## config.mk

```make
export PLATFORM = sky130hd
export DESIGN_NAME = svic_ctrl
export DESIGN_NICKNAME = d
export VERILOG_FILES = /design/src/hw/rtl/svic_pkg.sv /design/src/hw/rtl/svic_ctrl.sv
export SDC_FILE = /design/constraint.sdc
export NUM_CORES = 1
export LEC_CHECK = 0
export ABC_AREA = 1
export ABC_CLOCK_PERIOD_IN_PS = 4440
export BUFFER_PORTS_ARGS = -buffer_cell sky130_fd_sc_hd__buf_4
export CAP_MARGIN = 0
export CORE_MARGIN = 1.5
export CORE_UTILIZATION = 59
export DETAILED_ROUTE_END_ITERATION = 8
export PLACE_DENSITY = 0.89
export SYNTH_ARGS = -nofsm -noshare
export SYNTH_HDL_FRONTEND = slang
export SYNTH_SLANG_ARGS = --single-unit
```

## constraint.sdc

```tcl
create_clock -name clk_i -period 4.44 [get_ports clk_i]
set_input_delay 0.666 -clock clk_i [delete_from_list [all_inputs] [get_ports clk_i]]
set_output_delay 0.666 -clock clk_i [all_outputs]
set_load 0.02 [all_outputs]
```

## src/hw/rtl/svic_pkg.sv

```systemverilog
// ----------------------------------------------------------------------------
// svic_pkg
// Types, codes and constants of the sprite VM instruction core.
// ----------------------------------------------------------------------------
package svic_pkg;

  localparam int unsigned MemoryBytes  = 4096;
  localparam int unsigned MemAw        = 12;
  localparam int unsigned ScreenWidth  = 64;
  localparam int unsigned ScreenHeight = 32;
  localparam int unsigned StackDepthDef = 16;
  localparam int unsigned FontBytes    = 80;
  localparam logic [11:0] FontBase     = 12'h050;
  localparam logic [11:0] PcStart      = 12'h200;

  // request commands
  localparam logic [1:0] CMD_LOAD = 2'd0;
  localparam logic [1:0] CMD_EXEC = 2'd1;
  localparam logic [1:0] CMD_SCRN = 2'd2;
  localparam logic [1:0] CMD_MRD  = 2'd3;

  // opcode groups (top nibble)
  localparam logic [3:0] OP_SYS  = 4'h0;
  localparam logic [3:0] OP_JP   = 4'h1;
  localparam logic [3:0] OP_CALL = 4'h2;
  localparam logic [3:0] OP_SEI  = 4'h3;
  localparam logic [3:0] OP_SNEI = 4'h4;
  localparam logic [3:0] OP_SER  = 4'h5;
  localparam logic [3:0] OP_LDI  = 4'h6;
  localparam logic [3:0] OP_ADDI = 4'h7;
  localparam logic [3:0] OP_ALU  = 4'h8;
  localparam logic [3:0] OP_SNER = 4'h9;
  localparam logic [3:0] OP_LDIX = 4'hA;
  localparam logic [3:0] OP_JPV0 = 4'hB;
  localparam logic [3:0] OP_RND  = 4'hC;
  localparam logic [3:0] OP_DRW  = 4'hD;
  localparam logic [3:0] OP_KEY  = 4'hE;
  localparam logic [3:0] OP_MISC = 4'hF;

  localparam logic [15:0] OPW_CLS = 16'h00E0;
  localparam logic [15:0] OPW_RET = 16'h00EE;

  // ALU sub codes
  localparam logic [3:0] ALU_MOV = 4'h0;
  localparam logic [3:0] ALU_OR  = 4'h1;
  localparam logic [3:0] ALU_AND = 4'h2;
  localparam logic [3:0] ALU_XOR = 4'h3;
  localparam logic [3:0] ALU_ADD = 4'h4;
  localparam logic [3:0] ALU_SUB = 4'h5;
  localparam logic [3:0] ALU_SHR = 4'h6;
  localparam logic [3:0] ALU_SBN = 4'h7;
  localparam logic [3:0] ALU_SHL = 4'hE;

  // key and misc sub codes
  localparam logic [7:0] KEY_SKP  = 8'h9E;
  localparam logic [7:0] KEY_SKNP = 8'hA1;
  localparam logic [7:0] F_GDLY   = 8'h07;
  localparam logic [7:0] F_WKEY   = 8'h0A;
  localparam logic [7:0] F_SDLY   = 8'h15;
  localparam logic [7:0] F_SSND   = 8'h18;
  localparam logic [7:0] F_ADDI   = 8'h1E;
  localparam logic [7:0] F_FONT   = 8'h29;
  localparam logic [7:0] F_BCD    = 8'h33;
  localparam logic [7:0] F_STR    = 8'h55;
  localparam logic [7:0] F_LDR    = 8'h65;

  localparam logic [7:0] FONT [FontBytes] = '{
    8'hF0, 8'h90, 8'h90, 8'h90, 8'hF0, 8'h20, 8'h60, 8'h20, 8'h20, 8'h70,
    8'hF0, 8'h10, 8'hF0, 8'h80, 8'hF0, 8'hF0, 8'h10, 8'hF0, 8'h10, 8'hF0,
    8'h90, 8'h90, 8'hF0, 8'h10, 8'h10, 8'hF0, 8'h80, 8'hF0, 8'h10, 8'hF0,
    8'hF0, 8'h80, 8'hF0, 8'h90, 8'hF0, 8'hF0, 8'h10, 8'h20, 8'h40, 8'h40,
    8'hF0, 8'h90, 8'hF0, 8'h90, 8'hF0, 8'hF0, 8'h90, 8'hF0, 8'h10, 8'hF0,
    8'hF0, 8'h90, 8'hF0, 8'h90, 8'h90, 8'hE0, 8'h90, 8'hE0, 8'h90, 8'hE0,
    8'hF0, 8'h80, 8'h80, 8'h80, 8'hF0, 8'hE0, 8'h90, 8'h90, 8'h90, 8'hE0,
    8'hF0, 8'h80, 8'hF0, 8'h80, 8'hF0, 8'hF0, 8'h80, 8'hF0, 8'h80, 8'h80
  };

  typedef struct packed {
    logic [1:0]  command;
    logic [11:0] address;
    logic [7:0]  load_byte;
    logic [15:0] keys_down;
    logic [7:0]  random_byte;
  } req_t;

  typedef struct packed {
    logic [11:0] program_counter;
    logic [63:0] read_value;
    logic        sound_on;
    logic        waiting_key;
    logic        screen_changed;
  } rsp_t;

  typedef enum logic [4:0] {
    UOP_NOP,
    UOP_INIT_WR,
    UOP_LOAD_WR,
    UOP_MEM_RD,
    UOP_MEM_CAP,
    UOP_RD_SCREEN,
    UOP_FETCH_HI,
    UOP_FETCH_LO,
    UOP_OP_CAP,
    UOP_RD_A,
    UOP_RD_B,
    UOP_EXEC,
    UOP_IDX_RD,
    UOP_DRAW_ROW,
    UOP_DRAW_END,
    UOP_BCD_WR,
    UOP_STORE_WR,
    UOP_LOAD_CAP,
    UOP_TICK
  } uop_e;

  typedef struct packed {
    uop_e        uop;
    logic [11:0] k;
    logic        latch;
    logic        out_load;
  } ctrl_cmd_t;

  typedef struct packed {
    logic [1:0]  req_cmd;
    logic [15:0] op;
  } dp_status_t;

  function automatic logic [7:0] font_byte(input logic [11:0] a);
    logic [11:0] off;
    off = a - FontBase;
    if (a >= FontBase && off < 12'(FontBytes)) return FONT[off[6:0]];
    return 8'h00;
  endfunction

endpackage

```

## src/hw/rtl/svic_ctrl.sv

```systemverilog
// ----------------------------------------------------------------------------
// svic_ctrl
// Sequencer: memory init, request dispatch and per-opcode micro-op stepping.
// ----------------------------------------------------------------------------
module svic_ctrl (
  input  logic                 clk_i,
  input  logic                 rst_ni,
  input  logic                 in_valid_i,
  output logic                 in_ready_o,
  output logic                 out_valid_o,
  input  logic                 out_ready_i,
  input  svic_pkg::dp_status_t status_i,
  output svic_pkg::ctrl_cmd_t  cmd_o
);
  import svic_pkg::*;

  typedef enum logic [4:0] {
    S_INIT, S_IDLE, S_LOADW, S_MRD, S_MCAP, S_SRD, S_F0, S_F1, S_F2,
    S_RA, S_RB, S_EX, S_DRD, S_DWR, S_DEND, S_BCD, S_STW, S_LRD, S_LCAP,
    S_TICK, S_FIN
  } state_e;

  state_e      state_q;
  logic [11:0] k_q;
  logic        out_valid_q;
  logic        accept, load_out;
  logic [3:0]  x, n;
  logic [7:0]  kk;

  assign x  = status_i.op[11:8];
  assign n  = status_i.op[3:0];
  assign kk = status_i.op[7:0];

  assign in_ready_o = (state_q == S_IDLE);
  assign accept     = in_valid_i && in_ready_o;
  assign load_out   = (state_q == S_FIN) && (!out_valid_q || out_ready_i);

  always_comb begin
    cmd_o.k        = k_q;
    cmd_o.latch    = accept;
    cmd_o.out_load = load_out;
    unique case (state_q)
      S_INIT:  cmd_o.uop = UOP_INIT_WR;
      S_LOADW: cmd_o.uop = UOP_LOAD_WR;
      S_MRD:   cmd_o.uop = UOP_MEM_RD;
      S_MCAP:  cmd_o.uop = UOP_MEM_CAP;
      S_SRD:   cmd_o.uop = UOP_RD_SCREEN;
      S_F0:    cmd_o.uop = UOP_FETCH_HI;
      S_F1:    cmd_o.uop = UOP_FETCH_LO;
      S_F2:    cmd_o.uop = UOP_OP_CAP;
      S_RA:    cmd_o.uop = UOP_RD_A;
      S_RB:    cmd_o.uop = UOP_RD_B;
      S_EX:    cmd_o.uop = UOP_EXEC;
      S_DRD:   cmd_o.uop = UOP_IDX_RD;
      S_DWR:   cmd_o.uop = UOP_DRAW_ROW;
      S_DEND:  cmd_o.uop = UOP_DRAW_END;
      S_BCD:   cmd_o.uop = UOP_BCD_WR;
      S_STW:   cmd_o.uop = UOP_STORE_WR;
      S_LRD:   cmd_o.uop = UOP_IDX_RD;
      S_LCAP:  cmd_o.uop = UOP_LOAD_CAP;
      S_TICK:  cmd_o.uop = UOP_TICK;
      default: cmd_o.uop = UOP_NOP;
    endcase
  end

  always_ff @(posedge clk_i or negedge rst_ni) begin
    if (!rst_ni) begin
      state_q     <= S_INIT;
      k_q         <= '0;
      out_valid_q <= 1'b0;
    end else begin
      if (out_ready_i) out_valid_q <= 1'b0;
      if (load_out) out_valid_q <= 1'b1;
      unique case (state_q)
        S_INIT: begin
          k_q <= k_q + 12'd1;
          if (k_q == 12'(MemoryBytes - 1)) state_q <= S_IDLE;
        end
        S_IDLE: begin
          k_q <= '0;
          if (accept) state_q <= S_F0;
          if (accept) begin
            unique case (1'b1)
              default: ;
            endcase
          end
        end
        S_LOADW: state_q <= S_FIN;
        S_MRD:   state_q <= S_MCAP;
        S_MCAP:  state_q <= S_FIN;
        S_SRD:   state_q <= S_FIN;
        S_F0:    state_q <= S_F1;
        S_F1:    state_q <= S_F2;
        S_F2:    state_q <= S_RA;
        S_RA:    state_q <= S_RB;
        S_RB:    state_q <= S_EX;
        S_EX: begin
          k_q <= '0;
          if (status_i.op[15:12] == OP_DRW) begin
            state_q <= (n == 4'h0) ? S_DEND : S_DRD;
          end else if (status_i.op[15:12] == OP_MISC && kk == F_BCD) begin
            state_q <= S_BCD;
          end else if (status_i.op[15:12] == OP_MISC && kk == F_STR) begin
            state_q <= S_STW;
          end else if (status_i.op[15:12] == OP_MISC && kk == F_LDR) begin
            state_q <= S_LRD;
          end else begin
            state_q <= S_TICK;
          end
        end
        S_DRD: state_q <= S_DWR;
        S_DWR: begin
          k_q <= k_q + 12'd1;
          state_q <= (k_q[3:0] == n - 4'd1) ? S_DEND : S_DRD;
        end
        S_DEND: state_q <= S_TICK;
        S_BCD: begin
          k_q <= k_q + 12'd1;
          if (k_q[1:0] == 2'd2) state_q <= S_TICK;
        end
        S_STW: begin
          k_q <= k_q + 12'd1;
          if (k_q[3:0] == x) state_q <= S_TICK;
        end
        S_LRD: state_q <= S_LCAP;
        S_LCAP: begin
          k_q <= k_q + 12'd1;
          state_q <= (k_q[3:0] == x) ? S_TICK : S_LRD;
        end
        S_TICK: state_q <= S_FIN;
        S_FIN: if (load_out) state_q <= S_IDLE;
        default: state_q <= S_IDLE;
      endcase
      if (state_q == S_IDLE && accept) begin
        unique case (status_i.req_cmd)
          default: ;
        endcase
      end
      if (state_q == S_IDLE && accept) begin
        state_q <= S_F0;
      end
      if (state_q == S_LOADW || state_q == S_SRD || state_q == S_MCAP) begin
        state_q <= S_FIN;
      end
      if (state_q == S_F0 && status_i.req_cmd == CMD_LOAD) state_q <= S_LOADW;
      if (state_q == S_F0 && status_i.req_cmd == CMD_SCRN) state_q <= S_SRD;
      if (state_q == S_F0 && status_i.req_cmd == CMD_MRD) state_q <= S_MRD;
    end
  end

  assign out_valid_o = out_valid_q;

endmodule

```

### After elaboration in Yosys (flattened, before gate mapping)

Memories as Yosys holds them, arrays and structs flattened.
Cells that the tools add are included.

* add/sub/neg operators: 2
* eq/ne operators: 36
* multiplexer cells: 21
* reduce and logical (&&, ||, !) cells: 22

Operator list (count)
* $pmux W5 S18: 1
* $mux W5: 12
* $eq A5 B4 Y1 const B: 8
* $eq A5 B5 Y1 const B: 5
* $pmux W12 S2: 1
* $ne A7 B7 Y1 const B: 3
* $eq A5 B3 Y1 const B: 4
* $eq A8 B7 Y1 const B: 2
* $add A12 B1 Y12 const B: 1
* $eq A12 B12 Y1 const B: 1
* $eq A5 B2 Y1 const B: 2
* $mux W2: 5
* $logic_and A1 B1 Y1: 9
* $eq A4 B4 Y1: 2
* $eq A4 B4 Y1 const B: 2
* $eq A8 B6 Y1 const B: 1
* $ne A7 B1 Y1 const B: 1
* $ne A7 B2 Y1 const B: 1
* $eq A2 B2 Y1 const B: 3
* $eq A5 B1 Y1 const B: 1
* $logic_not A5 Y1: 1
* $reduce_and A5 Y1: 1
* $reduce_or A5 Y1: 1
* $logic_not A4 Y1: 1
* 8 further kinds: 12

* input bits: 22
* output and inout bits: 21
* flip-flop bits (word level): 18
* ROM bits: 160
* memories kept: 1

Memories
* (no name shown): words 32, bits a word 5, read ports 1, clocked after Yosys merged registers in 0, write ports 0, RTL line svic_ctrl.sv:42 `unique case (state_q)`

### Depth between registers and ports, before layout

* word-level depth: 12
* depth in mapped cells: 15
* depth with buffers taken out: 15

### Worst setup path after synthesis

No wires, ideal clock.

* kind: reg-to-output
* start point: register state_q[1]
* end point: output port cmd_o[1] (netlist name)
* data arrival time: 1.358 ns
* path slack: 2.416 ns
* cell stages (with the launch flop): 8
* path through: dfrtp_1 > inv_1 > ha_1 > inv_1 > nor2_1 > nand2_1 > nor2_1 > buf_4

* word-level cells in the longest chain between the ends: 2

RTL lines
* from (decl): RTL line svic_ctrl.sv:23 `state_e state_q;`
* from (signal assigned): RTL line svic_ctrl.sv:100 `state_q <= (n == 4'h0) ? S_DEND : S_DRD;`
* from (signal assigned): RTL line svic_ctrl.sv:114 `state_q <= (k_q[3:0] == n - 4'd1) ? S_DEND : S_DRD;`
* from (signal assigned): RTL line svic_ctrl.sv:128 `state_q <= (k_q[3:0] == x) ? S_TICK : S_LRD;`
* $eq A5 B1 Y1: RTL line svic_ctrl.sv:34 `assign in_ready_o = (state_q == S_IDLE);`
* $logic_and A1 B1 Y1: RTL line svic_ctrl.sv:35 `assign accept = in_valid_i && in_ready_o;`
* to (decl): RTL line svic_ctrl.sv:13 `output svic_pkg::ctrl_cmd_t cmd_o`

Every way passes these cells.

==> run summary <==
status = finished, final reports clean
Post-synth EDFFs = 0
CP Max Fanout = 4
DR iter-0 viols = 187
Num CTS Buffers = 3
yosys warns = 0
CP cell instances = inv_1 > ha_1 > inv_1 > nor2_1 > nand2_1 > nor2_1 > buf_4
H-tree depth = 1
Post-Syn Area = 0.001876 mm²
CP max stage delay = 420 ps
most frequent cells in the layout = 91 x nand2_1, 45 x inv_1, 43 x nor2_1
worst skew pair latency = 290 ps
synth unique cells = 32
startpoint types = flip-flop
min Tclk post-route = 2542 ps
Placer Congestion = 0.9546
Final HPWL DP = 3.545 mm
worst path required time = 3770 ps
Arr. time, crit path = 1880 ps
post-synthesis mux area share = 0.005337
Starting Density = 0.6194
Peak Freq = 0.3933 GHz
Synth Area in XOR/XNOR = 0.02802
Core Box Area = 0.003028 mm²
R2R depth = 7
# IOs = 43
die height = 59.38 µm
leading area contributor after synthesis = dfrtp_1
Reg area = 450.4 µm²
# fillers = 276
CTS Hold Bufs = 0
most common cell after layout, fill and taps aside = nand2_1
Max Cap Violations = 0
slowest CP cell = dfrtp_1
Routed WL per cell = 11.15 µm
Syn Nets = 338
Post-synth top flop = dfrtp_1
Chip Width = 59.38 µm
final hold slack = 220.3 ps
vias per inst = 5.144
clock slew at reported path FFs = 100 ps
total power = 1.171 mW
largest family of logic cells by synthesized area = simple AND/OR/NAND/NOR gates
Clock Tree Buf Depth = 2
synthesis-to-layout area growth = 19.15%
Post-Synth Simple-Gate Area = 0.4496
sequential cell area fraction in the yosys report = 0.2402
Sink Count = 18
Synth Area in Adders = 0.06671
area post-placement = 0.002212 mm²
maximum vdd drop = 0.3045 mV
endpoints failing setup = 0
total grt overflow = 0
class of the worst hold path = in -> async
P per Cell Area = 523.8 mW/mm²
# nets final = 380
area of the multi-input gates = 0.001204 mm²
first-pass GRT wire length = 6.989 mm
cell count after synthesis = 306
compound-cell area share of the yosys netlist = 0.09206
Final Instance Area = 0.002235 mm²
initial antenna violation count = 0
total wire length = 4.347 mm
Crit. End Element = output port
mean post-synth cell area = 6.129 µm²
drt pass-1 iters = 5
register bit count reported by yosys = 18
top post-synthesis cells by area = dfrtp_1 24%, nand2_1 18%, inv_1 9.0%, nor2_1 8.6%, nand3_1 6.9%
residual DRC count = 0
Post-DRT Antenna Nets = 0
Slew Viols, Final = 0
Final Cycle Share = 0.5726
final hold viol count = 0
total track usage = 0.2556
leakage = 1.237 nW
CTS resizes = 0
Setup Buffers After CTS = 0
Max transition margin = 0.6769
num rows = 20
vias in the first global route = 1700
Worst Skew = 11.40 ps
largest net degree at the start of global routing = 19
share of post-route cells with drive strength above 1 = 0.1850
Vias = 2006
Synth top area share = 0.2402
die footprint = 0.003526 mm²
crit path kind = reg -> out
ys async rst share = 1.000
Worst Max-Slew Pin Slew = 484.6 ps
Antenna diodes = 0
setup TNS = 0 ps
TritonCTS clock tree = built
RSZ-0062 raised after global routing = false
CTS Root Cell = clkbuf_4
IO buf count = 42
[kinds of logic after synthesis]
group	count (synthesis)
adder cells (fa/ha/maj)	10
AND/OR/NAND/NOR	186
XOR/XNOR	6
flip-flops	18
AO/OA/AOI/OAI	30
buffers and inverters	55
multiplexers	1
[synthesized netlist by cell type (2+ instances only)]
cell and number:
nand3_1 26, nand2_1 91, nand3_2 3, o21ai_0 9, nor3_1 5, o21ai_1 6
a21oi_2 2, inv_1 45, inv_2 5, xor2_1 5, nand4_1 7, o32ai_1 2
nor2_1 43, nand2_2 2, o22ai_1 3, dfrtp_1 18, a21oi_1 6, ha_1 10
buf_4 4, nor2_4 2
[layout make-up]
type | count | area share
inverter | 50 | 0.08399
tap | 44 | 0.02464
multi-input combinational | 233 | 0.5386
sequential | 18 | 0.2016
clock buffer | 3 | 0.01008
timing repair buffer | 42 | 0.1411
[critical path: cells and delay by family (launching register included)]
| family | cells | cell delay (ps) |
|---|---|---|
| simple gates | 3 | 560 |
| flops | 1 | 420 |
| buf+inv | 3 | 400 |
| fa+ha+maj | 1 | 220 |
[metrics by stage]
step,setup slack [ps],instances,utilization
5_1_grt,1772,390,0.7380
6_report,1898,390,0.7380
3_3_place_gp,2308,387,0.7306
4_1_cts,1916,390,0.7380
2_1_floorplan,2416,306,-
3_5_place_dp,2248,387,0.7306
[flip-flops by register name, summed over array words and instances, names as in the netlist]
register / count
k_q: 12
out_valid_o: 1
state_q: 5
[path summary, 6_finish.rpt]
kind,endpoint,start,slack (ps)
worst max-delay path,cmd_o[1],state_q[1],1900
worst min-delay path,k_q[5],rst_ni,220
worst max register to register,k_q[9],state_q[4],2470
worst min register to register,state_q[1],state_q[1],550
max in group asynchronous,state_q[1],rst_ni,4010
min in group clk_i,state_q[1],state_q[1],550
[layer usage]
metal / GRT usage / vias up / part of all wire
met5: 0 / - / 0
met4: 0.09740 / 0 / 0.014
met3: 0.01747 / 8 / 0.060
met2: 0.4176 / 75 / 0.47
met1: 0.3531 / 869 / 0.46
li1: - / 1054 / -
[where the power goes]
part | leakage (nW) | internal, mW | switching [mW]
clock | 0.0138 | 0.0315 | 0.0456
combinational | 0.981 | 0.291 | 0.527
sequential | 0.242 | 0.204 | 0.0706
Note: power is estimated with default switching activity, not from simulation.
